$ cat src/rtl/core/gtw_pkg.sv
// Shared types, constants and the glyph table of the graphic LCD text writer.
package gtw_pkg;

  localparam int HalfWidth    = 64;
  localparam int GlyphColumns = 5;
  localparam int RomCols      = 5;
  localparam int QueueDepth   = 2;

  localparam logic [6:0] WrapColumn = 7'd120;
  localparam logic [7:0] FirstCode  = 8'd32;
  localparam logic [7:0] LastCode   = 8'd122;
  localparam logic [7:0] CmdPage    = 8'hB8;
  localparam logic [7:0] CmdColumn  = 8'h40;
  localparam logic [7:0] BlankByte  = 8'h00;

  localparam logic FuncCursor = 1'b0;
  localparam logic FuncChar   = 1'b1;

  typedef logic [0:RomCols-1][7:0] glyph_row_t;

  typedef struct packed {
    logic       func;
    logic [2:0] page;
    logic [6:0] column;
    logic       printable;
    glyph_row_t row;
  } cmd_t;

  typedef enum logic [1:0] {
    ST_IDLE,
    ST_PAGE,
    ST_COL,
    ST_DATA
  } st_e;

  function automatic glyph_row_t glyph_row(input logic [6:0] idx);
    glyph_row_t row;
    unique case (idx)
      7'd0:  row = 40'h00_00_00_00_00;
      7'd1:  row = 40'h00_00_2f_00_00;
      7'd2:  row = 40'h00_07_00_07_00;
      7'd3:  row = 40'h14_7f_14_7f_14;
      7'd4:  row = 40'h24_2a_7f_2a_12;
      7'd5:  row = 40'h23_13_08_64_62;
      7'd6:  row = 40'h36_49_55_22_50;
      7'd7:  row = 40'h00_05_03_00_00;
      7'd8:  row = 40'h00_1c_22_41_00;
      7'd9:  row = 40'h00_41_22_1c_00;
      7'd10: row = 40'h14_08_3e_08_14;
      7'd11: row = 40'h08_08_3e_08_08;
      7'd12: row = 40'h00_50_30_00_00;
      7'd13: row = 40'h08_08_08_08_08;
      7'd14: row = 40'h00_60_60_00_00;
      7'd15: row = 40'h20_10_08_04_02;
      7'd16: row = 40'h3e_51_49_45_3e;
      7'd17: row = 40'h00_42_7f_40_00;
      7'd18: row = 40'h42_61_51_49_46;
      7'd19: row = 40'h21_41_45_4b_31;
      7'd20: row = 40'h18_14_12_7f_10;
      7'd21: row = 40'h27_45_45_45_39;
      7'd22: row = 40'h3c_4a_49_49_30;
      7'd23: row = 40'h01_71_09_05_03;
      7'd24: row = 40'h36_49_49_49_36;
      7'd25: row = 40'h06_49_49_29_1e;
      7'd26: row = 40'h00_36_36_00_00;
      7'd27: row = 40'h00_56_36_00_00;
      7'd28: row = 40'h08_14_22_41_00;
      7'd29: row = 40'h14_14_14_14_14;
      7'd30: row = 40'h00_41_22_14_08;
      7'd31: row = 40'h02_01_51_09_06;
      7'd32: row = 40'h32_49_79_41_3e;
      7'd33: row = 40'h7e_11_11_11_7e;
      7'd34: row = 40'h7f_49_49_49_36;
      7'd35: row = 40'h3e_41_41_41_22;
      7'd36: row = 40'h7f_41_41_22_1c;
      7'd37: row = 40'h7f_49_49_49_41;
      7'd38: row = 40'h7f_09_09_09_01;
      7'd39: row = 40'h3e_41_49_49_7a;
      7'd40: row = 40'h7f_08_08_08_7f;
      7'd41: row = 40'h00_41_7f_41_00;
      7'd42: row = 40'h20_40_41_3f_01;
      7'd43: row = 40'h7f_08_14_22_41;
      7'd44: row = 40'h7f_40_40_40_40;
      7'd45: row = 40'h7f_02_0c_02_7f;
      7'd46: row = 40'h7f_04_08_10_7f;
      7'd47: row = 40'h3e_41_41_41_3e;
      7'd48: row = 40'h7f_09_09_09_06;
      7'd49: row = 40'h3e_41_51_21_5e;
      7'd50: row = 40'h7f_09_19_29_46;
      7'd51: row = 40'h46_49_49_49_31;
      7'd52: row = 40'h01_01_7f_01_01;
      7'd53: row = 40'h3f_40_40_40_3f;
      7'd54: row = 40'h1f_20_40_20_1f;
      7'd55: row = 40'h3f_40_38_40_3f;
      7'd56: row = 40'h63_14_08_14_63;
      7'd57: row = 40'h07_08_70_08_07;
      7'd58: row = 40'h61_51_49_45_43;
      7'd59: row = 40'h00_7f_41_41_00;
      7'd60: row = 40'h02_04_08_10_20;
      7'd61: row = 40'h00_41_41_7f_00;
      7'd62: row = 40'h04_02_01_02_04;
      7'd63: row = 40'h40_40_40_40_40;
      7'd64: row = 40'h00_01_02_04_00;
      7'd65: row = 40'h20_54_54_54_78;
      7'd66: row = 40'h7f_48_44_44_38;
      7'd67: row = 40'h38_44_44_44_20;
      7'd68: row = 40'h38_44_44_48_7f;
      7'd69: row = 40'h38_54_54_54_18;
      7'd70: row = 40'h08_7e_09_01_02;
      7'd71: row = 40'h0c_52_52_52_3e;
      7'd72: row = 40'h7f_08_04_04_78;
      7'd73: row = 40'h00_44_7d_40_00;
      7'd74: row = 40'h20_40_44_3d_00;
      7'd75: row = 40'h7f_10_28_44_00;
      7'd76: row = 40'h00_41_7f_40_00;
      7'd77: row = 40'h7c_04_18_04_78;
      7'd78: row = 40'h7c_08_04_04_78;
      7'd79: row = 40'h38_44_44_44_38;
      7'd80: row = 40'h7c_14_14_14_08;
      7'd81: row = 40'h08_14_14_18_7c;
      7'd82: row = 40'h7c_08_04_04_08;
      7'd83: row = 40'h48_54_54_54_20;
      7'd84: row = 40'h04_3f_44_40_20;
      7'd85: row = 40'h3c_40_40_20_7c;
      7'd86: row = 40'h1c_20_40_20_1c;
      7'd87: row = 40'h3c_40_30_40_3c;
      7'd88: row = 40'h44_28_10_28_44;
      7'd89: row = 40'h0c_50_50_50_3c;
      7'd90: row = 40'h44_64_54_4c_44;
      default: row = '0;
    endcase
    return row;
  endfunction

endpackage

$ cat src/rtl/core/gtw_queue.sv
// Short queue of classified words between the front end and the back end.
module gtw_queue (
  input  logic          clk_i,
  input  logic          rst_ni,
  input  logic          push_i,
  input  gtw_pkg::cmd_t entry_i,
  output logic          full_o,
  input  logic          pop_i,
  output logic          valid_o,
  output gtw_pkg::cmd_t head_o
);
  import gtw_pkg::*;

  localparam int PtrW = (QueueDepth > 1) ? $clog2(QueueDepth) : 1;
  localparam int CntW = $clog2(QueueDepth + 1);

  cmd_t            mem_q [QueueDepth];
  logic [PtrW-1:0] wr_q, wr_d, rd_q, rd_d;
  logic [CntW-1:0] cnt_q, cnt_d;
  logic            push_ok, pop_ok;

  assign full_o  = (cnt_q == CntW'(QueueDepth));
  assign valid_o = (cnt_q != '0);
  assign push_ok = push_i && !full_o;
  assign pop_ok  = pop_i && valid_o;
  assign head_o  = mem_q[rd_q];

  always_comb begin
    wr_d  = wr_q;
    rd_d  = rd_q;
    cnt_d = cnt_q;
    if (push_ok) begin
      wr_d = (wr_q == PtrW'(QueueDepth - 1)) ? '0 : wr_q + 1'b1;
    end
    if (pop_ok) begin
      rd_d = (rd_q == PtrW'(QueueDepth - 1)) ? '0 : rd_q + 1'b1;
    end
    case ({push_ok, pop_ok})
      2'b10:   cnt_d = cnt_q + 1'b1;
      2'b01:   cnt_d = cnt_q - 1'b1;
      default: cnt_d = cnt_q;
    endcase
  end

  always_ff @(posedge clk_i or negedge rst_ni) begin
    if (!rst_ni) begin
      wr_q  <= '0;
      rd_q  <= '0;
      cnt_q <= '0;
    end else begin
      wr_q  <= wr_d;
      rd_q  <= rd_d;
      cnt_q <= cnt_d;
    end
  end

  always_ff @(posedge clk_i) begin
    if (push_ok) begin
      mem_q[wr_q] <= entry_i;
    end
  end

endmodule

$ cat config.mk
export PLATFORM = sky130hd
export DESIGN_NAME = gtw_queue
export DESIGN_NICKNAME = d
export VERILOG_FILES = /design/src/rtl/core/gtw_pkg.sv /design/src/rtl/core/gtw_queue.sv
export SDC_FILE = /design/constraint.sdc
export NUM_CORES = 1
export LEC_CHECK = 0
export ABC_CLOCK_PERIOD_IN_PS = 4500
export BUFFER_PORTS_ARGS = -buffer_cell sky130_fd_sc_hd__buf_4
export CORE_MARGIN = 4
export CORE_UTILIZATION = 52
export CTS_CLUSTER_DIAMETER = 200
export DETAILED_ROUTE_END_ITERATION = 16
export PLACE_DENSITY_LB_ADDON = 0.12
export SLEW_MARGIN = 20
export SYNTH_ARGS = -nofsm -noshare
export SYNTH_HDL_FRONTEND = slang
export SYNTH_SLANG_ARGS = --single-unit
export TNS_END_PERCENT = 50
$ cat constraint.sdc
create_clock -name clk_i -period 4.5 [get_ports clk_i]
set_clock_uncertainty 0.1 [all_clocks]
set_input_delay 0.45 -clock clk_i [delete_from_list [all_inputs] [get_ports clk_i]]
set_output_delay 0.45 -clock clk_i [all_outputs]
set_load 0.02 [all_outputs]
; After elaboration in Yosys (flattened, before gate mapping)
; Memory sizes are Yosys's and may differ from the RTL's.
; Cells that the tools add are included.
[op_classes]
reduce_logical = 5
mux = 5
n_addsub = 4
n_eq_ne = 3
[op_table]
columns = operator, n
row1 = $eq 2x2->1 const B, 2
row2 = $mux 1, 4
row3 = $pmux 2 s2, 1
row4 = $reduce_bool 2->1, 2
row5 = $add 1x1->1 const B, 2
row6 = $add 2x1->2 const B, 1
row7 = $eq 2x1->1 const B, 1
row8 = $logic_and 1x1->1, 2
row9 = $sub 2x1->2 const B, 1
row10 = $logic_not 1->1, 1
[totals]
word_cells = 21
ram_bits = 104
input_bits = 56
ff_bits = 4
mem_count = 1
output_inout_bits = 54
[memory_table]
columns = memory, words, width, read_ports, rd_ports_with_merged_regs, wr, line_no
row1 = mem_q, 2, 52, 1, 0, 1, gtw_queue.sv:17  ; cmd_t mem_q [QueueDepth];

; Longest topological paths before layout
[logic_depth]
word_depth = 5
depth_mapped = 6
mapped_depth_nobuf = 6

; Least setup slack after synthesis
; OpenSTA, ideal clock, no wires.
[synth_path]
path_kind = flip-flop to flip-flop
from = register cnt_q[0]
to = memory mem_q[0][0] (netlist bit), enable pin
required_time_ps = 3938
stages_incl_launch_ff = 4
slack_ps = 1128
n_path_buf = 0
setup_time_ps = 462
period_less_slack_ps = 3372
t_arrival_ps = 2810
cell_sequence = dfrtp_1 nand2b_1 nand2_1 nor2_1
[synth_between]
elab_chain_cells = 5
[synth_lines]
columns = item, line_no
row1 = "start, declared", gtw_queue.sv:19  ; logic [CntW-1:0] cnt_q, cnt_d;
row2 = "start signal, assigned", gtw_queue.sv:53  ; cnt_q <= cnt_d;
row3 = $eq 2x2->1, gtw_queue.sv:22  ; assign full_o = (cnt_q == CntW'(QueueDepth));
row4 = $logic_not 1->1, gtw_queue.sv:24  ; assign push_ok = push_i && !full_o;
row5 = $logic_and 1x1->1, gtw_queue.sv:24
row6 = $mux 1, gtw_queue.sv:58  ; if (push_ok) begin
row7 = $mux 1 (implied by the code), gtw_queue.sv:59  ; mem_q[wr_q] <= entry_i;
row8 = "end, declared", gtw_queue.sv:17
; No other way between the ends.

==> flow_summary_export.csv <==
group,metric,value,unit
cells_and_area,seq_area,3230,um2
critical_path,critical_path_max_stage_delay,1.08,ns
run_status,result_of_the_run,"complete, no violations",
logic_synthesis,net_count_of_the_mapped_netlist,237,
hold_path,min-delay-path-class,"primary input to register",
power_and_ir_drop,total_power,3.41,mW
clock_network,cts-hold-fix-buffers,1,
critical_path,cell_by_cell_listing_of_the_critical_path,"mux2_2, buf_4",
sta,timing.slew.headroom,35.0,%
power_and_ir_drop,power.clock.fraction,16.4,%
sta,timing_hold_violations_final,0,
critical_path,crit_fanout,53,
power_and_ir_drop,power-per-cell-area,647,nW/um2
clock_network,clkSinkCount,108,
die,floorplan.initialDensity,53.5,%
cells_and_area,fillCellCount,532,
grt,grt.overflow.total,0,
sta,setup_ws,1.93,ns
cells_and_area,post_layout_cell_count,403,
critical_path,path_delay_family,"flip-flops",
place,place_ws,2.28,ns
grt,grt_pass1_wl,10.2,mm
place,placedCellCount,387,
logic_synthesis,cell_count_after_synthesis,180,
clock_network,post-cts-setup-buffer-count,0,
die,row_count,32,
clock_network,cts_tree,"done",
route,route.vias.total,1941,
critical_path,critPathLaunch,"rd_q",
clock_network,clk_pin_slew,0.10,ns
cells_and_area,layout-drive-gt1-share,60.5,%
sta,grt_setup_unrepaired,"false",
route,drtPass1Iterations,3,
cells_and_area,design_area,5260,um2
sta,report.final.slew_viol_count,0,
route,route.detailed.wl_per_inst,16.3,um
critical_path,critPathSlowestCell,"dfrtp_4",
logic_synthesis,part_of_the_yosys_area_used_for_sequential_elements,77.5,%
clock_network,clock_insertion_delay_worst_skew,0.34,ns
sta,total_negative_slack_for_setup_checks,0,ns
place,dpl_cell_area,5060,um2
critical_path,critPathBufInv,1,
cells_and_area,area_growth_syn_to_layout,26.6,%
die,die_height,97.4,um
cells_and_area,insertedDiodeCount,0,
logic_synthesis,ys_types,15,
logic_synthesis,yosysWarnings,0,
sta,period_needed,2.57,ns
route,final_wirelength,6.55,mm
route,remaining_drc_errors,0,
power_and_ir_drop,power.sequential.fraction,46.0,%
critical_path,worst_setup_path_end_kind,"output pin",
sta,worst-slew-pin-transition,0.975,ns
logic_synthesis,synth_largest_type_area_fraction,75.1,%
clock_network,numCtsBuffers,9,
sta,fin_crit_sh,57.0,%
grt,number_of_antenna_violations_at_the_first_check_in_global_routing,0,
die,floorplan.die.width,97.4,um
route,vias_per_cell,4.82,
cells_and_area,multi_input_comb_area,873,um2
power_and_ir_drop,ir_worst_vdd,0.408,mV
logic_synthesis,synthesis.area,4160,um2
power_and_ir_drop,power.share.combinational,37.6,%
grt,pin_count_of_the_biggest_net_entering_global_routing,54,
logic_synthesis,synthDominantAreaCellType,"edfxtp_1",
logic_synthesis,flop_and_latch_count_out_of_synthesis,108,
die,core,7770,um2
place,finalWeightedCongestion,0.694,
clock_network,clock_tree.buffer_depth,2,
cells_and_area,layout.nets,354,
flow_run,cap_viol_max_count,0,
place,number_of_buffers_added_on_ports,109,
route,drt-initial-drc-count,86,
grt,first_global_vias,2096,
critical_path,critical_path_class,"register to output pin",
power_and_ir_drop,net-switching-power,1.08,mW
clock_network,post_cts_resize_count,0,
hold_path,worst_hold_startpoint,"entry_i[43]",
power_and_ir_drop,leakage,2.11,nW
critical_path,startpoint_type,"register",
clock_network,root_buf_cell,"clkbuf_8",
critical_path,r2r_startpoint,"cnt_q[0]",
route,final_antenna_net_count,0,
critical_path,cp_data_required_time,3.95,ns
logic_synthesis,syn-mean-instance-area,23.1,um2
logic_synthesis,yosys-top-cells-area,"edfxtp_1, mux2_4, dfrtp_1, buf_6, mux2_2",
die,design.die.area,9490,um2
grt,grt_util_all_layers,13.9,%
die,io_pins,110,
sta,fmaxAchievable,0.390,GHz
clock_network,cts-htree-levels,3,
sta,setup_violations,0,
power_and_ir_drop,intPower,2.32,mW
power_and_ir_drop,netSwitchingFraction,31.8,%
critical_path,cp.arrival,2.02,ns
place,dp_hpwl,4.41,mm
## kinds of logic after synthesis
| group | after synthesis | share of synthesized area (%) |
|---|---|---|
| xor gates and xnor gates | 5 | 1.05 |
| adders and majority gates | 1 | 0.301 |
| buffers and inverters | 7 | 1.71 |
| DFF | 108 | 77.5 |
| muxes | 52 | 18.5 |
| and+or+nand+nor | 7 | 0.933 |
## per-stage QoR
step	hold WS [ns]	utilization [%]
after floorplan	0.0544	-
after global placement	0.150	65.2
after detailed placement	0.150	65.2
after CTS	0.154	67.8
after global routing	0.146	67.8
final	0.170	67.8
## Yosys cell counts, drive strengths merged
cell type and number:
and2 1, and3 1, buf 6, dfrtp 4
edfxtp 104, ha 1, inv 1, mux2 52
nand2 1, nand2b 1, nor2 2, or2 1
xnor2 3, xor2 2
## worst paths after layout
path | to | slack, ns | cells past startpoint
worst min-delay path | mem_q[1][43] | 0.17 | 1
max in group asynchronous | rd_q | 3.87 | 2
worst min register to register | cnt_q[1] | 0.43 | 1
worst max-delay path | head_o[39] | 1.93 | 2
min in group asynchronous | cnt_q[0] | 0.32 | 2
worst max register to register | mem_q[0][49] | 2.34 | 4
## power by group through the flow
stage               clock (mW)  sequential, mW  combinational (mW)
global route             0.616            1.60                1.35
global placement             0            1.58                1.29
finish                   0.560            1.57                1.28
CTS                      0.576            1.57                1.30
detailed placement           0            1.60                1.30
floorplan                    0            1.46               0.990
## layer usage
metal / vias to the layer above / wire length [um] / track usage [%]
met2: 70 / 3390 / 23.3
met4: 0 / 86 / 6.07
met1: 932 / 2630 / 16.5
met3: 8 / 445 / 4.24
met5: - / 0 / 0
li1: 931 / - / -
## layout by cell type (no fill, tap or decap), drive strengths merged, types with 2 or more instances in the layout
cell type,instances
buf,111
clkbuf,9
clkinv,3
dfrtp,4
edfxtp,104
inv,2
mux2,52
nor2,2
xnor2,3
xor2,2
## sequential cells by signal (all words and copies together), names as in the netlist
register	flops
mem_q	104
cnt_q	2
rd_q	1
wr_q	1
## layout make-up
| class | instances | area share (%) |
|---|---|---|
| clock buffer | 9 | 2.35 |
| clock inverter | 6 | 1.24 |
| inverter | 1 | 0.0713 |
| multi-input combinational | 65 | 16.6 |
| sequential | 108 | 61.3 |
| tap | 102 | 2.42 |
| timing repair buffer | 112 | 16.0 |
No activity file was read; power rests on OpenSTA's default activity.
