### config.mk
export PLATFORM = sky130hd
export DESIGN_NAME = gtw_back
export DESIGN_NICKNAME = d
export VERILOG_FILES = /design/src/rtl/core/gtw_pkg.sv /design/src/rtl/core/gtw_back.sv
export SDC_FILE = /design/constraint.sdc
export NUM_CORES = 1
export LEC_CHECK = 0
export ABC_AREA = 1
export BUFFER_PORTS_ARGS = -buffer_cell sky130_fd_sc_hd__buf_4
export CAP_MARGIN = 5
export CORE_ASPECT_RATIO = 1.1
export CORE_MARGIN = 5
export CORE_UTILIZATION = 58
export DETAILED_ROUTE_END_ITERATION = 6
export PLACE_DENSITY = 0.92
export SLEW_MARGIN = 10
export SYNTH_ARGS = -nofsm -noshare
export SYNTH_HDL_FRONTEND = slang
export SYNTH_SLANG_ARGS = --single-unit
### constraint.sdc
create_clock -name clk_i -period 3.8 [get_ports clk_i]
set_input_delay 0.19 -clock clk_i [delete_from_list [all_inputs] [get_ports clk_i]]
set_output_delay 0.19 -clock clk_i [all_outputs]
set_load 0.005 [all_outputs]
### src/rtl/core/gtw_pkg.sv
// Shared types, constants and the glyph table of the graphic LCD text writer.
package gtw_pkg;

  localparam int HalfWidth    = 64;
  localparam int GlyphColumns = 5;
  localparam int RomCols      = 5;
  localparam int QueueDepth   = 2;

  localparam logic [6:0] WrapColumn = 7'd120;
  localparam logic [7:0] FirstCode  = 8'd32;
  localparam logic [7:0] LastCode   = 8'd122;
  localparam logic [7:0] CmdPage    = 8'hB8;
  localparam logic [7:0] CmdColumn  = 8'h40;
  localparam logic [7:0] BlankByte  = 8'h00;

  localparam logic FuncCursor = 1'b0;
  localparam logic FuncChar   = 1'b1;

  typedef logic [0:RomCols-1][7:0] glyph_row_t;

  typedef struct packed {
    logic       func;
    logic [2:0] page;
    logic [6:0] column;
    logic       printable;
    glyph_row_t row;
  } cmd_t;

  typedef enum logic [1:0] {
    ST_IDLE,
    ST_PAGE,
    ST_COL,
    ST_DATA
  } st_e;

  function automatic glyph_row_t glyph_row(input logic [6:0] idx);
    glyph_row_t row;
    unique case (idx)
      7'd0:  row = 40'h00_00_00_00_00;
      7'd1:  row = 40'h00_00_2f_00_00;
      7'd2:  row = 40'h00_07_00_07_00;
      7'd3:  row = 40'h14_7f_14_7f_14;
      7'd4:  row = 40'h24_2a_7f_2a_12;
      7'd5:  row = 40'h23_13_08_64_62;
      7'd6:  row = 40'h36_49_55_22_50;
      7'd7:  row = 40'h00_05_03_00_00;
      7'd8:  row = 40'h00_1c_22_41_00;
      7'd9:  row = 40'h00_41_22_1c_00;
      7'd10: row = 40'h14_08_3e_08_14;
      7'd11: row = 40'h08_08_3e_08_08;
      7'd12: row = 40'h00_50_30_00_00;
      7'd13: row = 40'h08_08_08_08_08;
      7'd14: row = 40'h00_60_60_00_00;
      7'd15: row = 40'h20_10_08_04_02;
      7'd16: row = 40'h3e_51_49_45_3e;
      7'd17: row = 40'h00_42_7f_40_00;
      7'd18: row = 40'h42_61_51_49_46;
      7'd19: row = 40'h21_41_45_4b_31;
      7'd20: row = 40'h18_14_12_7f_10;
      7'd21: row = 40'h27_45_45_45_39;
      7'd22: row = 40'h3c_4a_49_49_30;
      7'd23: row = 40'h01_71_09_05_03;
      7'd24: row = 40'h36_49_49_49_36;
      7'd25: row = 40'h06_49_49_29_1e;
      7'd26: row = 40'h00_36_36_00_00;
      7'd27: row = 40'h00_56_36_00_00;
      7'd28: row = 40'h08_14_22_41_00;
      7'd29: row = 40'h14_14_14_14_14;
      7'd30: row = 40'h00_41_22_14_08;
      7'd31: row = 40'h02_01_51_09_06;
      7'd32: row = 40'h32_49_79_41_3e;
      7'd33: row = 40'h7e_11_11_11_7e;
      7'd34: row = 40'h7f_49_49_49_36;
      7'd35: row = 40'h3e_41_41_41_22;
      7'd36: row = 40'h7f_41_41_22_1c;
      7'd37: row = 40'h7f_49_49_49_41;
      7'd38: row = 40'h7f_09_09_09_01;
      7'd39: row = 40'h3e_41_49_49_7a;
      7'd40: row = 40'h7f_08_08_08_7f;
      7'd41: row = 40'h00_41_7f_41_00;
      7'd42: row = 40'h20_40_41_3f_01;
      7'd43: row = 40'h7f_08_14_22_41;
      7'd44: row = 40'h7f_40_40_40_40;
      7'd45: row = 40'h7f_02_0c_02_7f;
      7'd46: row = 40'h7f_04_08_10_7f;
      7'd47: row = 40'h3e_41_41_41_3e;
      7'd48: row = 40'h7f_09_09_09_06;
      7'd49: row = 40'h3e_41_51_21_5e;
      7'd50: row = 40'h7f_09_19_29_46;
      7'd51: row = 40'h46_49_49_49_31;
      7'd52: row = 40'h01_01_7f_01_01;
      7'd53: row = 40'h3f_40_40_40_3f;
      7'd54: row = 40'h1f_20_40_20_1f;
      7'd55: row = 40'h3f_40_38_40_3f;
      7'd56: row = 40'h63_14_08_14_63;
      7'd57: row = 40'h07_08_70_08_07;
      7'd58: row = 40'h61_51_49_45_43;
      7'd59: row = 40'h00_7f_41_41_00;
      7'd60: row = 40'h02_04_08_10_20;
      7'd61: row = 40'h00_41_41_7f_00;
      7'd62: row = 40'h04_02_01_02_04;
      7'd63: row = 40'h40_40_40_40_40;
      7'd64: row = 40'h00_01_02_04_00;
      7'd65: row = 40'h20_54_54_54_78;
      7'd66: row = 40'h7f_48_44_44_38;
      7'd67: row = 40'h38_44_44_44_20;
      7'd68: row = 40'h38_44_44_48_7f;
      7'd69: row = 40'h38_54_54_54_18;
      7'd70: row = 40'h08_7e_09_01_02;
      7'd71: row = 40'h0c_52_52_52_3e;
      7'd72: row = 40'h7f_08_04_04_78;
      7'd73: row = 40'h00_44_7d_40_00;
      7'd74: row = 40'h20_40_44_3d_00;
      7'd75: row = 40'h7f_10_28_44_00;
      7'd76: row = 40'h00_41_7f_40_00;
      7'd77: row = 40'h7c_04_18_04_78;
      7'd78: row = 40'h7c_08_04_04_78;
      7'd79: row = 40'h38_44_44_44_38;
      7'd80: row = 40'h7c_14_14_14_08;
      7'd81: row = 40'h08_14_14_18_7c;
      7'd82: row = 40'h7c_08_04_04_08;
      7'd83: row = 40'h48_54_54_54_20;
      7'd84: row = 40'h04_3f_44_40_20;
      7'd85: row = 40'h3c_40_40_20_7c;
      7'd86: row = 40'h1c_20_40_20_1c;
      7'd87: row = 40'h3c_40_30_40_3c;
      7'd88: row = 40'h44_28_10_28_44;
      7'd89: row = 40'h0c_50_50_50_3c;
      7'd90: row = 40'h44_64_54_4c_44;
      default: row = '0;
    endcase
    return row;
  endfunction

endpackage

### src/rtl/core/gtw_back.sv
// Back end: cursor state, write sequencer and the output register.
module gtw_back #(
  parameter int GLYPH_COLUMNS = gtw_pkg::GlyphColumns
) (
  input  logic          clk_i,
  input  logic          rst_ni,
  input  logic          q_valid_i,
  input  gtw_pkg::cmd_t q_head_i,
  output logic          q_pop_o,
  output logic          empty,
  input  logic          pop,
  output logic          right_half_o,
  output logic          is_data_o,
  output logic [7:0]    bus_byte_o,
  output logic          last_o
);
  import gtw_pkg::*;

  localparam int IdxW = $clog2(GLYPH_COLUMNS + 1);

  st_e             state_q, state_d;
  logic [6:0]      col_q, col_d, col_a;
  logic [2:0]      page_q, page_d;
  logic [IdxW-1:0] idx_q, idx_d;
  logic            draw_q, draw_d;
  glyph_row_t      row_q, row_d;

  logic            out_valid_q, out_valid_d;
  logic            out_half_q, out_data_q, out_last_q;
  logic [7:0]      out_byte_q;

  logic            free, emit, load;
  logic            w_half, w_data, w_last;
  logic [7:0]      w_byte;
  logic [6:0]      half_col, col_inc;
  logic [2:0]      rom_sel;
  st_e             nxt;

  assign free     = !out_valid_q || pop;
  assign emit     = (state_q != ST_IDLE) && free;
  assign w_half   = (col_q >= HalfWidth);
  assign half_col = w_half ? 7'(col_q - 7'(HalfWidth)) : col_q;
  assign col_inc  = col_q + 7'd1;
  assign rom_sel  = 3'(idx_q);

  always_comb begin
    w_data = 1'b0;
    w_last = 1'b0;
    w_byte = BlankByte;
    nxt    = ST_IDLE;
    unique case (state_q)
      ST_IDLE: begin
        nxt = ST_IDLE;
      end
      ST_PAGE: begin
        w_byte = CmdPage | {5'd0, page_q};
        nxt    = ST_COL;
      end
      ST_COL: begin
        w_byte = CmdColumn | {2'd0, half_col[5:0]};
        w_last = !draw_q;
        nxt    = draw_q ? ST_DATA : ST_IDLE;
      end
      ST_DATA: begin
        w_data = 1'b1;
        w_byte = (idx_q < IdxW'(GLYPH_COLUMNS) && idx_q < RomCols) ? row_q[rom_sel]
                                                                     : BlankByte;
        w_last = (idx_q == IdxW'(GLYPH_COLUMNS));
        if (w_last) begin
          nxt = ST_IDLE;
        end else if (col_inc == HalfWidth) begin
          nxt = ST_PAGE;
        end else begin
          nxt = ST_DATA;
        end
      end
      default: begin
        nxt = ST_IDLE;
      end
    endcase
  end

  assign load    = (state_q == ST_IDLE) || (emit && w_last);
  assign q_pop_o = load && q_valid_i;
  assign col_a   = (emit && state_q == ST_DATA) ? col_inc : col_q;

  always_comb begin
    state_d = emit ? nxt : state_q;
    col_d   = col_a;
    page_d  = page_q;
    idx_d   = (emit && state_q == ST_DATA) ? idx_q + 1'b1 : idx_q;
    draw_d  = draw_q;
    row_d   = row_q;
    if (q_pop_o) begin
      idx_d  = '0;
      row_d  = q_head_i.row;
      draw_d = q_head_i.printable;
      if (q_head_i.func == FuncCursor) begin
        page_d  = q_head_i.page;
        col_d   = q_head_i.column;
        draw_d  = 1'b0;
        state_d = ST_PAGE;
      end else if (col_a >= WrapColumn) begin
        page_d  = page_q + 3'd1;
        col_d   = '0;
        state_d = ST_PAGE;
      end else if (q_head_i.printable) begin
        state_d = (col_a == HalfWidth) ? ST_PAGE : ST_DATA;
      end else begin
        state_d = ST_IDLE;
      end
    end
  end

  always_comb begin
    out_valid_d = out_valid_q;
    if (emit) begin
      out_valid_d = 1'b1;
    end else if (pop) begin
      out_valid_d = 1'b0;
    end
  end

  always_ff @(posedge clk_i or negedge rst_ni) begin
    if (!rst_ni) begin
      state_q     <= ST_IDLE;
      col_q       <= '0;
      page_q      <= '0;
      idx_q       <= '0;
      draw_q      <= 1'b0;
      out_valid_q <= 1'b0;
    end else begin
      state_q     <= state_d;
      col_q       <= col_d;
      page_q      <= page_d;
      idx_q       <= idx_d;
      draw_q      <= draw_d;
      out_valid_q <= out_valid_d;
    end
  end

  always_ff @(posedge clk_i) begin
    row_q <= row_d;
    if (emit) begin
      out_half_q <= w_half;
      out_data_q <= w_data;
      out_byte_q <= w_byte;
      out_last_q <= w_last;
    end
  end

  assign empty        = !out_valid_q;
  assign right_half_o = out_half_q;
  assign is_data_o    = out_data_q;
  assign bus_byte_o   = out_byte_q;
  assign last_o       = out_last_q;

endmodule
# Word level (Yosys, flattened, before mapping)
# Index checks and enable logic that the tools add are counted.
# Widths: inputs -> output; s select.
dict set report word_totals {
  reg_bits 68
  in_bits 56
  output_inout_bits 13
  wordCells 76
}
dict set report op_classes {
  addsub 4
  magnitude_cmp 5
  eq_ne 7
  n_mux 29
  bitwise 1
  n_reduce_logical 15
}
# op count
set ops {}
lappend ops {{$mux 7} 4}
lappend ops {{$bmux 8 s3} 1}
lappend ops {{$mux 8} 3}
lappend ops {{$pmux 8 s3} 1}
lappend ops {{$mux 2} 9}
lappend ops {{$eq 7x7->1 const B} 2}
lappend ops {{$ge 7x7->1 const B} 2}
lappend ops {{$mux 3} 4}
lappend ops {{$pmux 2 s4} 1}
lappend ops {{$reduce_bool 2->1} 4}
lappend ops {{$add 7x1->7 const B} 1}
lappend ops {{$add 3x1->3 const B} 2}
lappend ops {{$lt 3x3->1 const B} 2}
lappend ops {{$mux 6} 1}
lappend ops {{$sub 6x1->6 const B} 1}
lappend ops {{$logic_and 1x1->1} 5}
lappend ops {{$eq 2x2->1 const B} 2}
lappend ops {{$ge 4x4->1 const B} 1}
lappend ops {{$mux 1} 4}
lappend ops {{$not 3->4} 1}
lappend ops {{$eq 3x3->1 const B} 1}
lappend ops {{$eq 2x1->1 const B} 1}
lappend ops {{$logic_not 1->1} 2}
lappend ops {{$logic_not 2->1} 1}
lappend ops {{4 further kinds} 5}

# Longest topological paths before layout
# Gate-level depths: netlist of run 1.
dict set report logic_depth {
  depth_word 11
  depth_mapped 15
  depth_no_buf 14
}

# Worst setup path before layout of run 1
# OpenSTA, ideal clock, no wires.
dict set report synth_path {
  path_kind {register -> register}
  startpoint {register idx_q[1]}
  endpoint {register page_q[0]}
  setup_ns 0.123
  t_arrival_ns 2.121
  required_ns 3.677
  path_slack_ns 1.556
  stages_incl_launch_ff 15
  path_buffers 1
  period_less_slack_ns 2.244
  cell_sequence {dfrtp_1 -> clkbuf_1 -> inv_1 -> ha_1 -> nand2_1 -> inv_1 -> nand2_1 -> o21ai_2 -> nand2_1 -> nand2_1 -> nand2_2 -> inv_2 -> nand2_4 -> nand2_1 -> o21ai_2}
}
dict set report synth_via {
  elab_chain_len 6
}
# item line_no
set synth_rtl {}
lappend synth_rtl {{start, declared} gtw_back.sv:24} ;# logic [IdxW-1:0] idx_q, idx_d;
lappend synth_rtl {{start signal, assigned} gtw_back.sv:136} ;# idx_q <= idx_d;
lappend synth_rtl {{$eq 3x3->1} gtw_back.sv:68} ;# w_last = (idx_q == IdxW'(GLYPH_COLUMNS));
lappend synth_rtl {{$pmux 1 s2} gtw_back.sv:51} ;# unique case (state_q)
lappend synth_rtl {{net w_last} gtw_back.sv:33} ;# logic w_half, w_data, w_last;
lappend synth_rtl {{$logic_and 1x1->1} gtw_back.sv:83} ;# assign load = (state_q == ST_IDLE) || (emit && w_last);
lappend synth_rtl {{$logic_or 1x1->1} gtw_back.sv:83}
lappend synth_rtl {{$logic_and 1x1->1} gtw_back.sv:84} ;# assign q_pop_o = load && q_valid_i;
lappend synth_rtl {{net q_pop_o} gtw_back.sv:9} ;# output logic q_pop_o,
lappend synth_rtl {{$reduce_and 2->1 (no line)} -}
lappend synth_rtl {{end signal, assigned} gtw_back.sv:135} ;# page_q <= page_d;
lappend synth_rtl {{end, declared} gtw_back.sv:23} ;# logic [2:0] page_q, page_d;
# The timed path passes the listed nets, and every way through them passes these cells.
# A chain may end at the register's enable or synchronous reset.

# Worst setup path in the final report of run 1
dict set report layout_path {
  startpoint {register idx_q[1]}
  endpoint {output q_pop_o}
}
dict set report layout_via {
  elab_chain_len 5
}
# item line_no
set layout_rtl {}
lappend layout_rtl {{$eq 3x3->1} gtw_back.sv:68}
lappend layout_rtl {{$pmux 1 s2} gtw_back.sv:51}
lappend layout_rtl {{net w_last} gtw_back.sv:33}
lappend layout_rtl {{$logic_and 1x1->1} gtw_back.sv:83}
lappend layout_rtl {{$logic_or 1x1->1} gtw_back.sv:83}
lappend layout_rtl {{$logic_and 1x1->1} gtw_back.sv:84}
lappend layout_rtl {{end, declared} gtw_back.sv:9}
# The timed path passes the listed nets, and every way through them passes these cells.

==> impl_summary.md, run 1 <==
Synthesis
A synthesized cell averages 10.15 µm². The post-synth net total is 371. The most used flip-flop cell after synthesis is edfxtp_1.

The portion of the post-synthesis area used by sequential elements is 62.16%. Summed over all instances, the cell type with the most area after synthesis is edfxtp_1. In the post-synthesis netlist, the biggest area contributors are edfxtp_1 (49%), dfrtp_1 (14%), nand2_1 (8.6%), o21ai_0 (5.2%), nor2_1 (4.1%).

The number of different library cells used by synthesis comes to 29. The proportion of register bits with asynchronous set or reset after synthesis is 25.00%. The area share of the largest cell type after synthesis is 48.65%.

The instance count of the mapped netlist is 310. The post-synthesis sequential element count is 68. In this run the cell area of the synthesized design comes to 3148 µm². The count of flip-flops with a built-in enable after synthesis is 51. The Yosys step of the flow raised 0 warnings.

Pwr
The ratio of total power to cell area is 761.5 nW/µm². The worst voltage drop across the vdd grid is 448.9 µV. The standby leakage power is 1.758 nW.

Place
The HPWL after detailed placement is 5364 µm. The routability-driven placement congestion ratio is 0.8916. The placement-stage cell area is 3702 µm². During placement, the flow inserted port buffers numbering 68.

Clocking
The root buffer cell chosen for the clock tree is clkbuf_8. The worst-case clock buffer depth is 2. The source-to-sink clock delay at the later pin of the worst-skew pair is 0.35 ns. The setup fix buffers added after clock tree synthesis is 0. For this design, the sink count on the clock tree is 68. Once the clock tree was built, the resizer swapped 0 gates to a different size.

The clock transition at the registers of the reported paths is 0.08 ns. TritonCTS built the clock tree. The number of buffers created by CTS is 9. The number of levels the H-tree was split into is 3. The number of hold buffers added after CTS was 1.

Timing
Timing would allow up to 0.3281 GHz. The clock period minus worst slack is 3.048 ns. At the pin with the least slew margin, the transition time is 0.9375 ns.

The clock arrives with 0.01195 ns of skew. Setup violations remaining at the end of the flow were counted as 0. The number of max-slew violations in the final report came to 0.

The number of hold violations in the final report is 0. The worst hold slack is 0.008117 ns. The total negative slack for setup checks is 0 ns. Setup repair after global routing left no endpoint under its margin. In the finished design, the share of the clock period the worst path needs comes to 80.22%. The worst pin sits at a relative slew slack of 37.41%.

Floorplanning
After floorplanning, the core was divided into 28 placement rows. The floorplan step defined a die boundary enclosing 7003 µm². Once the floorplan was initialized, standard cells occupied 59.12% of the core.

The floorplan step set the die height to 87.27 µm. The core footprint is 5325 µm². The die width is 80.25 µm. The number of top-level design ports is 69.

Drt
The detail route stage leaves a number of antenna-violating nets equal to 0. The routed design has 7747 µm of wire. The final route contains 2575 vias. The iteration-0 DRC count of the detailed router is 270. The iteration count of the initial detailed-routing pass is 6.

The detail-routed via count per cell is 5.490. The final routed DRC violation total is 0. Dividing the detail-routed wire length by the instance count gives 16.52 µm.

Cells and area
The library cell used most frequently in the layout, excluding fill and tap cells, is nand2_1. The area growth from synthesis to final layout is 27.66%. Fill cells in the final layout number 359. The number of antenna diodes in the final layout is 0. In the final layout, the share of cells above drive strength 1 is 25.63%. The net count of the finished layout is 450. With fillers left out, the area of the finished cells amounts to 4019 µm². Leaving out fill and tap cells, the most frequent cells in the layout are nand2_1 (72), buf_4 (68), edfxtp_1 (51).

GRT
The number of global-route vias before repair came to 2473. Summed over all layers, the global routing overflow is 0. The first-pass GRT wire length is 11610 µm. The number of antenna violations at the first check in global routing came to 0.

The global-route total usage across every layer is 22.50%. Entering global routing, the biggest net connects 47 pins.

Worst setup path
The arrival time reported for the critical path endpoint is 2.86 ns. The critical path start-end classification is reg -> out. STA classifies the critical path endpoint as a primary output. STA classifies the critical path startpoint as a flip-flop. The internal reg-to-reg setup slack is 1.07 ns.

STA puts the critical path data required time at 3.61 ns. In this run the worst path has a maximum fanout of 46.

Run
Across the run, the number of max-cap violations was 0.

Run status
The flow ran to the end, and the final reports show no timing, DRC or antenna violations.

Hold path
The min-delay analysis places its worst path in the category in -> reg.
-- layout make-up --
class	count	area, µm²	area share (%)
flip-flops and latches	68	1957	48.69
clock buffers	10	127.6	3.176
well taps	75	93.84	2.335
inverters	24	92.59	2.304
repair buffers	78	610.6	15.19
multi-input cells	208	1049	26.09
clock inverters	6	88.84	2.210
-- report_power, final --
group          internal, W  switching (W)  leakage (nW)
registers          0.00109       0.000188         0.679
logic             0.000419       0.000704         0.977
clock network     0.000369       0.000286         0.102
total              0.00188        0.00118          1.76
-- flip-flops by register name, summed over array words and instances, names as in the netlist --
| signal | flops |
|---|---|
| last_o | 1 |
| is_data_o | 1 |
| draw_q | 1 |
| out_valid_q | 1 |
| row_q | 40 |
| right_half_o | 1 |
| bus_byte_o | 8 |
| idx_q | 3 |
| state_q | 2 |
| col_q | 7 |
| page_q | 3 |
-- metrics by stage --
step	total power [W]	instances	util, %	setup WS (ns)
4_1_cts	0.003015	460	73.78	0.7981
2_1_floorplan	0.001995	310	-	1.556
6_report	0.003060	469	75.47	0.7518
5_1_grt	0.003243	469	75.47	0.5359
3_5_place_dp	0.002367	443	69.53	1.180
3_3_place_gp	0.002297	443	69.53	1.306
-- layer usage --
metal	global-route usage [%]	routed length, µm	vias up
li1	-	-	1211
met1	25.97	2749	1173
met2	37.80	4071	163
met3	5.176	649	28
met4	13.82	276	0
met5	0	0	-
-- synthesized netlist by cell type (3+ instances only) --
cell type,n
buf_2,4
o22ai_1,8
nand2_4,4
o21ai_0,33
ha_1,5
clkbuf_1,5
nand2_2,4
o211ai_1,5
nand2_1,72
a21oi_1,8
xor2_1,3
edfxtp_1,51
nand3_1,17
dfrtp_1,17
inv_1,21
nor2_1,34
-- worst max-delay path: stages (launching register included) --
cell	delay [ns]
dfrtp_1	0.51
inv_1	0.25
ha_1	0.20
nand2_1	0.08
inv_1	0.12
nand2_1	0.07
o21ai_2	0.06
nand2_1	0.06
nand2_1	0.07
nand2_2	0.12
inv_2	0.70
buf_4	0.24
-- final timing paths --
kind / start / to / depth (start not counted)
worst min register to register: col_q[6] / right_half_o / 0
worst max register to register: idx_q[1] / page_q[0] / 13
max in group asynchronous: rst_ni / state_q[0] / 2
worst max-delay path: idx_q[1] / q_pop_o / 11
worst min-delay path: q_head_i[32] / row_q[32] / 1
min in group asynchronous: rst_ni / page_q[2] / 2
-- cells by family after synthesis --
logic type | after synthesis | synth area share (%)
AND/OR/NAND/NOR | 137 | 18.88
flip-flops | 68 | 62.16
AO/OA/AOI/OAI | 61 | 10.97
buffers and inverters | 34 | 4.531
adder cells (fa/ha/maj) | 5 | 1.987
XOR/XNOR | 3 | 0.8348
multiplexers | 2 | 0.6360
Note: power is estimated with default switching activity, not from simulation.
==> inputs of run 2 (changes only) <==
Settings changed: CORE_UTILIZATION 58 to 54, PLACE_DENSITY 0.92 to 0.87.
Clock period 3.8 ns to 3.05 ns, I/O delays scaled along.
==> run 2 against run 1 <==
First-iteration DRC count is 28% higher. Total power is 26% higher. Sequential share of layout area is 3.8 points lower. Sequential cell count stayed put. Die area is 6.5% higher. Critical path depth is 1 higher. Core utilization is 0.54 points higher. Global-route usage is 1.5 points higher. Combinational power is 30% higher. Clock skew is 0.0022 ns lower. Final cell count is 7.5% higher. Clock-buffer cell count is 1 lower. Critical endpoint unchanged. Largest cell class unchanged.
==> impl_summary.md, run 2 (same netlist as run 1, synthesis figures left out) <==
Floorplanning
The die boundary height is 90.08 µm. The initial utilization of the core area, before any placement, comes to 54.91%. 69 I/O pins were placed. The die covers 7459 µm². After floorplanning, the core was sized to cover 5733 µm². Row generation in the floorplan step produced 29 rows.

The die width is 82.80 µm.

Timing
The number of max-slew violations in the final report came to 0. Setup repair after global routing left no endpoint under its margin. Across all setup checks in the final design, the least slack found is 0.2265 ns.

The final critical path takes up 92.57% of the cycle. Derived from the worst setup path, the maximum achievable clock frequency is 0.3542 GHz. The final setup violation count is 0. The worst path needs 2.823 ns of the cycle, external delays included. In this run the tightest slew margin relative to its limit is 58.51%. The slew at the pin closest to its max-slew limit is 0.6224 ns. After routing, the total negative slack on setup checks comes to 0 ns. Across the routed clock network, the largest skew measured is 0.009710 ns. The number of hold violations in the final report is 0.

Run status
The flow ran to the end, and the final reports show no timing, DRC or antenna violations.

Cells and area
The number of flip-flops in the largest register is 40. The area growth from synthesis to final layout is 38.43%. The net count of the finished layout is 483. Measured on the finished design, the core utilization comes to 76.01%. In the layout the commonest cells are nand2_1 (72), buf_4 (69), edfxtp_1 (51). Leaving out fill and tap cells, the most frequent cell in the layout is nand2_1.

In the final layout, the share of cells above drive strength 1 is 24.12%. After routing the design area is 4358 µm². The repair_antennas step left the layout with diodes totalling 0.

row_q holds more flip-flops than any other register.

Worst setup path
In this run the critical register-to-register path is launched from idx_q[1]. The arrival time reported for the critical path endpoint is 2.67 ns. The critical path goes through inv_1, ha_1, nand2_1, inv_1, nand2_1, o21ai_2, nand2_1, nand2_1, nand2_2, inv_2, buf_12, buf_4. The critical path launch point is idx_q[1].

Together, buffers and inverters on the worst path number 5. For this run, the slowest stage of the critical path takes 0.52 ns. The slowest library cell on the worst path is dfrtp_1.

The worst setup path is captured at a primary output. The internal reg-to-reg setup slack is 0.56 ns. The critical path start-end classification is reg -> out.

Along the worst path, the maximum fanout reaches 28. The cell repeated most along the worst path is nand2_1. The kind of cell with the highest combined delay along the critical path is buffers and inverters. The critical path data required time is 2.90 ns. The startpoint class of the critical path is a flip-flop.

Drt
The detail-routed via count per cell is 5.450. After the first detailed-routing iteration, the DRC count stood at 346. The antenna violation net count after detailed routing is 0. The iteration count of the initial detailed-routing pass is 6. The average wire length per cell after detail routing is 16.97 µm. The final routed DRC violation total is 0.

The total detailed-routing wirelength is 8551 µm. The routed layout has 2747 vias.

GRT
The global-route total usage across every layer is 23.98%. The total congestion overflow is 0. The pin count of the biggest net entering global routing is 29. The first-pass GRT wire length is 13880 µm.

The number of antenna violations at the first check in global routing is 0. The number of global-route vias before repair is 2789.

Place
The number of I/O port buffers is 68. The routability-driven placement congestion ratio is 0.8973. Before CTS, the worst setup slack after placement is 0.7205 ns. The HPWL after detailed placement is 5393 µm. The placement-stage cell area is 3732 µm².

Pwr
The overall power is 0.003865 W. The analysis attributes to cell leakage a power of 1.909 nW. Across the VDD grid, the largest voltage drop is 611.3 µV. The ratio of total power to cell area is 887.0 nW/µm².

Clocking
The clock reaches the later pin of the worst-skew pair after 0.35 ns. Clock tree synthesis found a total of 68 sinks. The post-CTS resize count is 0. The H-tree was split into 3 levels. Buffers inserted during clock tree synthesis total 9. TritonCTS built the clock tree.

The clock transition at the registers of the reported paths is 0.07 ns. In this run the deepest clock path goes through 2 buffers. The clock root buffer master is clkbuf_8.

Hold path
The startpoint of the lowest-slack hold path is q_head_i[43]. The tightest min-delay check is of the in -> reg type.

Run
The tool flagged a number of max-cap violations equal to 0.
run 2: cell types whose count changed in the layout (fill, tap and decap cells not counted), sizes merged:
cell and change:
dlygate4sd3 +31, clkinv +3, clkbuf -1, clkinvlp -2
buf +2
run 2: worst min-delay path: cells and delay by family:
family	cells	cell delay, ns
buf+inv	1	0.08
simple gates	2	0.10
run 2: layout make-up:
class | instances | area (µm²)
Clock buffer | 9 | 123.9
Clock inverter | 7 | 91.34
Fill cell | 347 | 1375
Inverter | 24 | 92.59
Multi-Input combinational cell | 208 | 1049
Sequential cell | 68 | 1957
Tap cell | 77 | 96.34
Timing Repair Buffer | 111 | 948.4
run 2: per-layer routing:
layer	vias to the layer above	wire [µm]	global-route usage, %
li1	1285	-	-
met5	-	0	0
met1	1274	3115	26.67
met4	0	293	10.63
met3	28	701	8.775
met2	160	4440	40.98
run 2: where the power goes:
group | total [W] | internal [W] | switching [W]
clock | 0.000802 | 0.000457 | 0.000345
combinational | 0.00146 | 0.000572 | 0.000890
sequential | 0.00160 | 0.00136 | 0.000241
run 2: worst paths after layout:
kind	endpoint	cells after the start
setup / recovery	q_pop_o	12
max in group asynchronous	state_q[1]	2
min in group asynchronous	state_q[0]	2
setup reg to reg	row_q[29]	11
hold reg to reg	right_half_o	0
hold / removal	col_q[2]	3
run 2: stage by stage:
| step | instances | hold slack (ns) |
|---|---|---|
| after floorplan | 310 | -0.1431 |
| after global placement | 447 | 0.03315 |
| after detailed placement | 447 | 0.03551 |
| after CTS | 504 | 0.01493 |
| after global routing | 504 | 0.01004 |
| final | 504 | 0.01055 |
run 2: what timing repair did:
action / 4_1_cts / 5_1_grt
endpoints found under the hold margin: 57 / 0
hold buffers: 41 / 0
setup buffers: 0 / 0
==> inputs of run 3 (changes only) <==
Settings changed: HOLD_SLACK_MARGIN set to 0.02.
Clock period 3.05 ns to 3 ns, I/O delays scaled along.
==> run 3 against run 2 <==
Sequential share of layout area shrank 0.31 points. Clock skew grew 0.0028 ns. Combinational power is essentially flat. Critical path type unchanged. Largest power group unchanged.
==> impl_summary.md, run 3 (same netlist as run 1, synthesis figures left out) <==
GRT
Entering global routing, the biggest net connects 29 pins. The number of antenna violations at the first check in global routing is 0. For this run the aggregate overflow at the end of global routing stands at 0. The first-pass GRT wire length is 13520 µm. The global-route total usage across every layer is 23.25%. The number of global-route vias before repair came to 2730.

Run status
The run finished with clean final reports.

Cells and area
The library cells used most frequently in the layout, excluding fill and tap cells, are nand2_1 (72), buf_4 (69), edfxtp_1 (51). The area growth from synthesis to layout is 39.39%. The number of flip-flops in the largest register is 40. The library cell used most frequently in the layout, excluding fill and tap cells, is nand2_1. The sequential cells in the finished layout cover a total of 1957 µm². In the final layout, the multi-input gates occupy 1049 µm². The ratio of cells with drive above 1 in the final layout is 23.43%. Counting the fill cells in the layout gives 341. The register with the most flip-flops is row_q. The diode insertion count for antenna repair is 0. The final layout contains 487 nets. The final cell area excluding filler cells is 4388 µm². The count of cells in the finished layout, fillers not included, comes to 508.

Timing
The routed design could run at a clock period as short as 2.782 ns. Derived from the worst setup path, the maximum achievable clock frequency is 0.3594 GHz. The number of max-slew violations in the final report is 0. The number of hold violations in the final report is 0. Setup repair after global routing left no endpoint under its margin. In the finished design, the share of the clock period the worst path needs comes to 92.74%. Adding up every negative setup slack in the final design gives 0 ns. Setup violations remaining at the end of the flow were counted as 0.

The headroom to the max-slew limit is 56.60%. The slew at the pin closest to its max-slew limit is 0.6510 ns. The worst clock skew is 0.01253 ns.

Place
At the end of routability-driven placement, the weighted congestion stood at 0.8954. The number of placed instances, taps included is 447. The number of I/O port buffers is 68. Detailed placement ended at an HPWL of 5220 µm. The placement-stage cell area is 3732 µm².

Clocking
The source-to-sink clock delay at the later pin of the worst-skew pair is 0.35 ns. After clock tree synthesis, the clock-pin slew on the worst setup and hold paths is 0.08 ns. The total number of clock tree sinks is 68. The number of buffers created by CTS is 9.

The clock passes through at most 2 buffers. The setup fix buffers added after clock tree synthesis is 0. The clock tree from TritonCTS is yes.

The clock root buffer master is clkbuf_8. The number of levels the H-tree was split into is 3.

Drt
The via count is 2741. Once detail routing completed, the nets flagged for antenna violations numbered 0. Using the TritonRoute via totals, the vias-per-cell ratio works out to 5.396. The iteration-0 DRC count of the detailed router is 254.

The routed design has 8562 µm of wire. In the final routed layout, each cell accounts on average for 16.85 µm. The final routed DRC violation total is 0. The iteration count of the initial detailed-routing pass is 6.

Floorplanning
After floorplanning, the core was sized to cover 5733 µm². The number of top-level design ports is 69. The die is 90.08 µm tall.

The starting utilization of the core area is 54.91%. The overall die area is 7459 µm². The row count is 29. The die width is 82.80 µm.

Worst setup path
The arrival time reported for the critical path endpoint is 2.63 ns. The largest fanout on the critical path is 28. The worst setup path is launched from a flip-flop.

The critical path data required time is 2.85 ns. In this run the register-to-register setup slack is 0.55 ns. The critical path start-end classification is reg -> out. The worst setup path is captured at a primary output.

Pwr
For this design the ratio of total power to cell area is 891.9 nW/µm². The worst voltage drop across the vdd grid is 769.5 µV. Summed over all cells, the static leakage comes to 1.921 nW. The overall power is 0.003914 W.

Run
Across the run, the number of max-cap violations was 0.

Hold path
The tightest min-delay check is of the in -> reg type.
[run 3: repair_timing]
item / in CTS / in global routing
resized for setup: 0 / 0
endpoints found under the hold margin: 61 / 0
hold buffers: 45 / 0
[run 3: final cells by class]
cell class / count / area share (%)
timing repair buffer: 115 / 22.53
sequential: 68 / 44.60
inverter: 24 / 2.110
multi-input combinational: 208 / 23.90
clock buffer: 9 / 2.823
tap: 77 / 2.196
clock inverter: 7 / 1.853
[run 3: through the flow]
step           util, %  hold WS [ns]  worst slack [ns]
6_report         76.54       0.02980            0.2178
5_1_grt          76.54       0.04110          0.003864
4_1_cts          76.54       0.02080            0.3077
3_5_place_dp     65.10       0.03320            0.6591
3_3_place_gp     65.10       0.03053            0.7381
2_1_floorplan        -       -0.1456            0.7560
[run 3: worst max-delay path, cell delays in order, from the launching register on]
cell     delay, ns
dfrtp_1       0.76
ha_1          0.25
nand2_1       0.05
inv_1         0.08
nand2_1       0.06
o21ai_2       0.06
nand2_1       0.06
nand2_1       0.07
nand2_2       0.12
inv_2         0.37
buf_12        0.25
buf_4         0.13
[run 3: final timing paths]
| check | startpoint | endpoint | cells past startpoint |
|---|---|---|---|
| max in group asynchronous | rst_ni | state_q[1] | 2 |
| max reg2reg | idx_q[0] | row_q[17] | 10 |
| max | idx_q[0] | q_pop_o | 11 |
| min reg2reg | col_q[6] | right_half_o | 0 |
| min in group asynchronous | rst_ni | idx_q[0] | 2 |
| min | q_head_i[42] | col_q[1] | 3 |
[run 3: power breakdown]
part / switching (W) / internal [W]
clock: 0.000338 / 0.000456
combinational: 0.000913 / 0.000582
sequential: 0.000242 / 0.00138
total: 0.00149 / 0.00242
[run 3: routing by layer]
layer / GRT usage, % / routed length [µm] / share of wire (%)
met5: 0 / 0 / 0
met4: 10.22 / 301 / 3.5
met3: 7.038 / 683 / 8.0
met2: 39.77 / 4331 / 51
met1: 26.81 / 3245 / 38
